[src/design/fpbc_pkg.sv]
`timescale 1ns / 1ps
`default_nettype none

package fpbc_pkg;

  // Fixed geometry of the block.
  localparam int PLANE_COUNT = 6;
  localparam int COORD_WIDTH = 16;
  localparam int AXIS_COUNT  = 3;
  localparam int COEF_COUNT  = 4;
  localparam int COEF_W      = 17;
  localparam int ENTRY_W     = 16;
  localparam int REG_COUNT   = 8;
  localparam int REG_W       = 32;
  localparam int REG_SEL_W   = $clog2(REG_COUNT);
  localparam int CFG_INDEX_W = 4;
  localparam int CLIP_W      = PLANE_COUNT;
  localparam int VIS_W       = 2;

  // Request operation codes.
  typedef enum logic {
    OP_POINT = 1'b0,
    OP_BOX   = 1'b1
  } opcode_t;

  // Box visibility codes.
  typedef enum logic [VIS_W-1:0] {
    VIS_OUTSIDE = 2'd0,
    VIS_PARTIAL = 2'd1,
    VIS_INSIDE  = 2'd2
  } vis_t;

  typedef logic signed [COORD_WIDTH-1:0] coord_t;
  typedef logic signed [COEF_W-1:0]      coef_t;
  typedef logic [REG_W-1:0]              cfg_reg_t;

  typedef struct packed {
    opcode_t opcode;
    coord_t  point_x;
    coord_t  point_y;
    coord_t  point_z;
    coord_t  box_min_x;
    coord_t  box_min_y;
    coord_t  box_min_z;
    coord_t  box_max_x;
    coord_t  box_max_y;
    coord_t  box_max_z;
  } req_t;

  typedef struct packed {
    logic [CLIP_W-1:0] clip_code;
    logic [VIS_W-1:0]  visibility;
  } rsp_t;

  // Matrix register reset values, identity in Q4.12.
  localparam cfg_reg_t REG_RESET [REG_COUNT] = '{
    32'h0000_1000, 32'h0000_0000, 32'h1000_0000, 32'h0000_0000,
    32'h0000_0000, 32'h0000_1000, 32'h0000_0000, 32'h1000_0000
  };

  // Column combined with column 3 for each plane, and whether it is added.
  localparam int   PLANE_COL [PLANE_COUNT] = '{2, 2, 0, 0, 1, 1};
  localparam logic PLANE_ADD [PLANE_COUNT] = '{1'b0, 1'b1, 1'b0, 1'b1, 1'b1, 1'b0};
  localparam int   W_COL = 3;

endpackage

`default_nettype wire

[src/design/frustum_point_box_cull.sv]
`timescale 1ns / 1ps
`default_nettype none

// Channel   | Ports                                   | Handshake
// ----------+-----------------------------------------+------------------------------
// request   | start, busy, req                        | taken when start && !busy
// result    | done, result                            | one-cycle strobe, no stall
// config    | cfg_valid, cfg_ready, cfg_index, cfg_data | written when valid && ready and index < 8
//
// One request can be taken every cycle while rst is low; it passes through the request
// register and the result register around the plane dot products to its done strobe.
// Each of the six planes has its own near and far corner multipliers, so requests
// stream back to back. Reset is synchronous; busy is high only while rst is high.
// The result side cannot stall. cfg_ready is always high; a write rederives the
// planes in the same edge. Planes read as zero until the first register write.

module frustum_point_box_cull (
  input  wire logic                            clk,
  input  wire logic                            rst,
  input  wire logic                            start,
  output      logic                            busy,
  input  wire fpbc_pkg::req_t                  req,
  output      logic                            done,
  output      fpbc_pkg::rsp_t                  result,
  input  wire logic                            cfg_valid,
  output      logic                            cfg_ready,
  input  wire logic [fpbc_pkg::CFG_INDEX_W-1:0] cfg_index,
  input  wire logic [fpbc_pkg::REG_W-1:0]      cfg_data
);
  import fpbc_pkg::*;

  localparam int PROD_W = COEF_W + COORD_WIDTH;
  localparam int DOT_W  = PROD_W + 2;

  // Sign-extend one 16-bit matrix half to coefficient width.
  function automatic coef_t half_of(input cfg_reg_t r, input logic hi);
    logic signed [ENTRY_W-1:0] h;
    h = hi ? r[REG_W-1:ENTRY_W] : r[ENTRY_W-1:0];
    return COEF_W'(h);
  endfunction

  cfg_reg_t regs      [REG_COUNT];
  cfg_reg_t regs_next [REG_COUNT];
  coef_t    coefs      [PLANE_COUNT][COEF_COUNT];
  coef_t    coefs_next [PLANE_COUNT][COEF_COUNT];
  logic     cfg_write;

  req_t     in_req;
  logic     in_valid;
  rsp_t     result_next;

  assign busy      = rst;
  assign cfg_ready = 1'b1;
  assign cfg_write = cfg_valid && cfg_ready && (cfg_index < CFG_INDEX_W'(REG_COUNT));

  // Register file after the pending write.
  always_comb begin
    regs_next = regs;
    if (cfg_write) begin
      regs_next[cfg_index[REG_SEL_W-1:0]] = cfg_data;
    end
  end

  // Plane derivation: column 3 plus or minus another column, row by row.
  always_comb begin
    coef_t w_e;
    coef_t c_e;
    for (int p = 0; p < PLANE_COUNT; p++) begin
      for (int r = 0; r < COEF_COUNT; r++) begin
        w_e = half_of(regs_next[REG_SEL_W'(2 * W_COL + (r >> 1))], r[0]);
        c_e = half_of(regs_next[REG_SEL_W'(2 * PLANE_COL[p] + (r >> 1))], r[0]);
        coefs_next[p][r] = PLANE_ADD[p] ? (w_e + c_e) : (w_e - c_e);
      end
    end
  end

  // Matrix registers and derived planes.
  always_ff @(posedge clk) begin
    if (rst) begin
      regs  <= REG_RESET;
      coefs <= '{default: '0};
    end else if (cfg_write) begin
      regs  <= regs_next;
      coefs <= coefs_next;
    end
  end

  // Request register.
  always_ff @(posedge clk) begin
    if (rst) begin
      in_valid <= 1'b0;
    end else begin
      in_valid <= start && !busy;
    end
    if (start && !busy) begin
      in_req <= req;
    end
  end

  // Per-plane tests: the near corner doubles as the point for point tests.
  always_comb begin
    coord_t mn [AXIS_COUNT];
    coord_t mx [AXIS_COUNT];
    coord_t pt [AXIS_COUNT];
    coord_t nv [AXIS_COUNT];
    coord_t fv [AXIS_COUNT];
    logic signed [PROD_W-1:0] np [AXIS_COUNT];
    logic signed [PROD_W-1:0] fp [AXIS_COUNT];
    logic signed [DOT_W-1:0]  d_term;
    logic signed [DOT_W-1:0]  dot_n;
    logic signed [DOT_W-1:0]  dot_f;
    logic [PLANE_COUNT-1:0]   near_le;
    logic [PLANE_COUNT-1:0]   near_neg;
    logic [PLANE_COUNT-1:0]   far_neg;
    mn = '{in_req.box_min_x, in_req.box_min_y, in_req.box_min_z};
    mx = '{in_req.box_max_x, in_req.box_max_y, in_req.box_max_z};
    pt = '{in_req.point_x, in_req.point_y, in_req.point_z};
    for (int p = 0; p < PLANE_COUNT; p++) begin
      for (int a = 0; a < AXIS_COUNT; a++) begin
        if (in_req.opcode == OP_POINT) begin
          nv[a] = pt[a];
        end else begin
          nv[a] = coefs[p][a][COEF_W-1] ? mn[a] : mx[a];
        end
        fv[a] = coefs[p][a][COEF_W-1] ? mx[a] : mn[a];
        np[a] = coefs[p][a] * nv[a];
        fp[a] = coefs[p][a] * fv[a];
      end
      d_term = DOT_W'(coefs[p][COEF_COUNT-1]) <<< 4;
      dot_n  = DOT_W'(np[0]) + DOT_W'(np[1]) + DOT_W'(np[2]) + d_term;
      dot_f  = DOT_W'(fp[0]) + DOT_W'(fp[1]) + DOT_W'(fp[2]) + d_term;
      near_neg[p] = dot_n[DOT_W-1];
      near_le[p]  = dot_n[DOT_W-1] || (dot_n == '0);
      far_neg[p]  = dot_f[DOT_W-1];
    end

    if (in_req.opcode == OP_POINT) begin
      result_next.clip_code  = near_le;
      result_next.visibility = VIS_OUTSIDE;
    end else begin
      result_next.clip_code = '0;
      if (|near_neg) begin
        result_next.visibility = VIS_OUTSIDE;
      end else if (|far_neg) begin
        result_next.visibility = VIS_PARTIAL;
      end else begin
        result_next.visibility = VIS_INSIDE;
      end
    end
  end

  // Result register.
  always_ff @(posedge clk) begin
    if (rst) begin
      done <= 1'b0;
    end else begin
      done <= in_valid;
    end
    if (in_valid) begin
      result <= result_next;
    end
  end

endmodule

`default_nettype wire

[config.mk]
export PLATFORM = sky130hd
export DESIGN_NAME = frustum_point_box_cull
export DESIGN_NICKNAME = d
export VERILOG_FILES = /design/src/design/fpbc_pkg.sv /design/src/design/frustum_point_box_cull.sv
export SDC_FILE = /design/constraint.sdc
export NUM_CORES = 1
export LEC_CHECK = 0
export ABC_CLOCK_PERIOD_IN_PS = 1390
export BUFFER_PORTS_ARGS = -buffer_cell sky130_fd_sc_hd__buf_2
export CAP_MARGIN = 10
export CORE_AREA = 2 2 77 79
export DETAILED_ROUTE_END_ITERATION = 7
export DIE_AREA = 0 0 79 81
export GPL_ROUTABILITY_DRIVEN = 0
export GPL_TIMING_DRIVEN = 0
export MAX_ROUTING_LAYER = met4
export PLACE_DENSITY = 0.47
export SYNTH_ARGS = -nofsm -noshare
export SYNTH_HDL_FRONTEND = slang
export SYNTH_SLANG_ARGS = --single-unit
[constraint.sdc]
create_clock -name clk -period 1.39 [get_ports clk]
set_input_delay 0.278 -clock clk [delete_from_list [all_inputs] [get_ports clk]]
set_output_delay 0.278 -clock clk [all_outputs]
set_load 0.02 [all_outputs]
## After elaboration in Yosys (flattened, before gate mapping)

Index checks and enable logic that the tools add are counted.

| storage, ports and cells | value |
|---|---|
| word-level logic and storage cells | 7 |
| output and inout bits | 11 |
| bits of input ports | 185 |
| bits in registers | 5 |

| operators by class | value |
|---|---|
| reduce and logical (&&, ||, !) cells | 2 |

Operator list:

| cell | number |
|---|---|
| $logic_and A1 B1 Y1 | 1 |
| $logic_not A1 Y1 | 1 |

## Longest topological paths before layout

| logic depth | value |
|---|---|
| word-level depth | 2 |
| gate-level depth with buffers | 1 |
| mapped depth without buffers | 1 |

## Worst setup path before layout

Ideal clock, no wire load.

| timing path | value |
|---|---|
| path kind | register to output |
| start point | register, netlist name result[2] |
| end point | output result[3] in the netlist's numbering |
| required time | 1.112 ns |
| slack | 0.390 ns |
| arrival time | 0.722 ns |
| buffers on the path | 1 |
| stages on the path, launching flop included | 2 |
| cell sequence | edfxtp_1 > buf_4 |

RTL lines:

| what | RTL line | text |
|---|---|---|
| to (decl) | frustum_point_box_cull.sv:24 | `output fpbc_pkg::rsp_t result,` |

No word-level cell between the ends.

## Final worst setup path

| timing path | value |
|---|---|
| start point | register, netlist name result[2] |
| end point | output result[7] in the netlist's numbering |

No word-level cell between the ends.

==> impl_metrics.py <==
metrics = {
    "status": {
        "run_status": "finished clean",
    },
    "clock_tree": {
        "clk_pin_slew_ns": 0.04,
        "cts_max_level": 1,
        "root_buffer": "clkbuf_8",
        "holdBufCountCts": 0,
        "cts_sinks": 5,
        "cts-resized-gates": 0,
        "cts_setup_buffers": 0,
        "cts_tree": "built",
        "cts_buffer_depth": 2,
        "cts_buffers": 3,
        "worstSkewPairLatency_ns": 0.22,
    },
    "run": {
        "maxCapViolations": 0,
    },
    "logic_synthesis": {
        "ys_seq_area_share_pct": 59.1,
        "synth_area_leader_cell": "edfxtp_1",
        "syn_inst": 19,
        "synth_edf_count": 3,
        "synth_cell_types": 6,
        "yosys.area.top_type_share_pct": 40.9,
        "synthTopCellsByArea": "edfxtp_1, buf_4, dfxtp_1",
        "yosys_warnings": 0,
        "async_flop_share_pct": 0,
        "syn-num-nets": 204,
        "ys_ff_latch": 5,
        "synth.most_common_cell": "buf_4",
        "avgSynthCellArea_um2": 11.6,
        "synth_flop_cell": "edfxtp_1",
        "yosys-top-cells-count": "buf_4, edfxtp_1, nor2b_1, conb_1, dfxtp_1",
        "syn-cell-area_um2": 220,
    },
    "routing": {
        "met3WireLength_um": 82,
        "drt_wl_total_um": 432,
        "drcViolationCount": 0,
        "num_vias": 156,
        "first_pass_iters": 2,
        "via_per_inst": 1.42,
        "drt_iter0_markers": 5,
        "highest_layer": "met4",
        "wl_per_cell_um": 3.93,
        "m1WireLength_um": 184,
        "antenna_left": 0,
        "route.met2.wl_um": 140,
    },
    "floorplanning": {
        "io_pins": 196,
        "coreArea_um2": 5680,
        "die_y_um": 81,
        "die_w_um": 79,
        "die_area_um2": 6400,
        "rows": 28,
        "initial_core_util_pct": 3.88,
    },
    "critical_path": {
        "critPathSlowestCell": "edfxtp_1",
        "end_kind": "output pin",
        "crit_family": "flip-flops",
        "crit_start": "result[2]",
        "cp_num_buf_inv": 2,
        "crit_type": "flip-flop to output pin",
        "slowest_delay_ns": 0.46,
        "path_cells": "buf_4, buf_2",
        "worstPathRequired_ns": 1.11,
        "critPathLaunchType": "flip-flop",
        "r2r-start": "in_valid",
        "worst-path-max-fanout": 6,
        "cp.arrival_ns": 1.00,
    },
    "sta": {
        "fin_crit_sh_pct": 92.2,
        "hold_viol_final": 0,
        "tns_ns": 0,
        "setup_violations": 0,
        "finalClockSkew_ns": 0.00280,
        "drv_slew": 0,
        "rsz0062_at_grt": "no",
        "max_freq_mhz": 780,
        "finalCriticalPeriod_ns": 1.28,
    },
    "power_and_ir_drop": {
        "p_per_area_nw_per_um2": 1230,
        "power_leakage_nw": 0.173,
        "peakVddDrop_v": 0.000392,
        "report.power.total_mw": 0.514,
    },
    "hold_path": {
        "min_from": "req[144]",
        "holdCritPathClass": "primary input to flip-flop",
    },
    "cells_and_area": {
        "layout.cells.non_filler": 110,
        "drive_above_1_share_pct": 65.7,
        "area.growth.synth_to_final_pct": 90.3,
        "nets": 221,
        "n_antenna_cell": 0,
    },
    "grt": {
        "grt_pass1_wl_um": 641,
        "track_usage_pct": 1.75,
        "grt_pass1_vias": 152,
        "overflow": 0,
        "antenna_found_initial": 0,
        "grt_max_degree": 7,
    },
    "placement": {
        "port_buffers": 12,
        "dp_cells": 106,
    },
}
final timing paths:
kind	to	slack, ns	cells after the start
max	result[7]	0.11	2
min	in_req[144]	0.24	1
max reg2reg	result[2]	0.75	0
min reg2reg	result[1]	0.45	0
where the power goes:
group          total [mW]  internal, mW  switching, mW
sequential          0.174         0.168        0.00606
combinational      0.0716        0.0327         0.0389
clock               0.268         0.197         0.0712
cell families (layout without fill, tap and decap cells):
kind of cell  after synthesis  after routing  share of synthesized area (%)
buf+inv                     9             25                           29.0
simple gates                3              3                           8.52
flops                       5              5                           59.1
other cells                 2              2                           3.41
registers in the layout (all words and copies together), names as in the netlist:
name      flops
result        2
in_req        1
in_valid      1
done          1
placed cells by master (no fill, tap or decap):
master and n:
buf_2 12, buf_4 8, nor2b_1 3, clkbuf_8 3, edfxtp_1 3, conb_1 2, dfxtp_1 2, inv_1 1
clkbuf_1 1
area by class of cell:
| type | instances | area (µm²) |
|---|---|---|
| Fill cell | 681 | 5260 |
| Buffer | 8 | 60.1 |
| Clock buffer | 4 | 45.0 |
| Sequential cell | 5 | 130 |
| Timing Repair Buffer | 12 | 60.1 |
| Inverter | 1 | 3.75 |
| Multi-Input combinational cell | 5 | 26.3 |
| Tap cell | 75 | 93.8 |
stage by stage:
stage / util [%] / setup slack, ns / hold slack [ns] / cell area (µm²)
2_1_floorplan: - / 0.390 / 0.350 / 220
3_3_place_gp: 6.59 / 0.351 / 0.440 / 374
3_5_place_dp: 6.59 / 0.342 / 0.445 / 374
4_1_cts: 7.39 / 0.0971 / 0.228 / 419
5_1_grt: 7.39 / 0.0664 / 0.231 / 419
6_report: 7.39 / 0.108 / 0.235 / 419
layer usage:
metal,global-route usage (%),up-vias
met1,1.40,56
met4,2.59,0
met5,-,-
met2,1.61,18
met3,2.00,4
li1,-,78
Note: power is estimated with default switching activity, not from simulation.
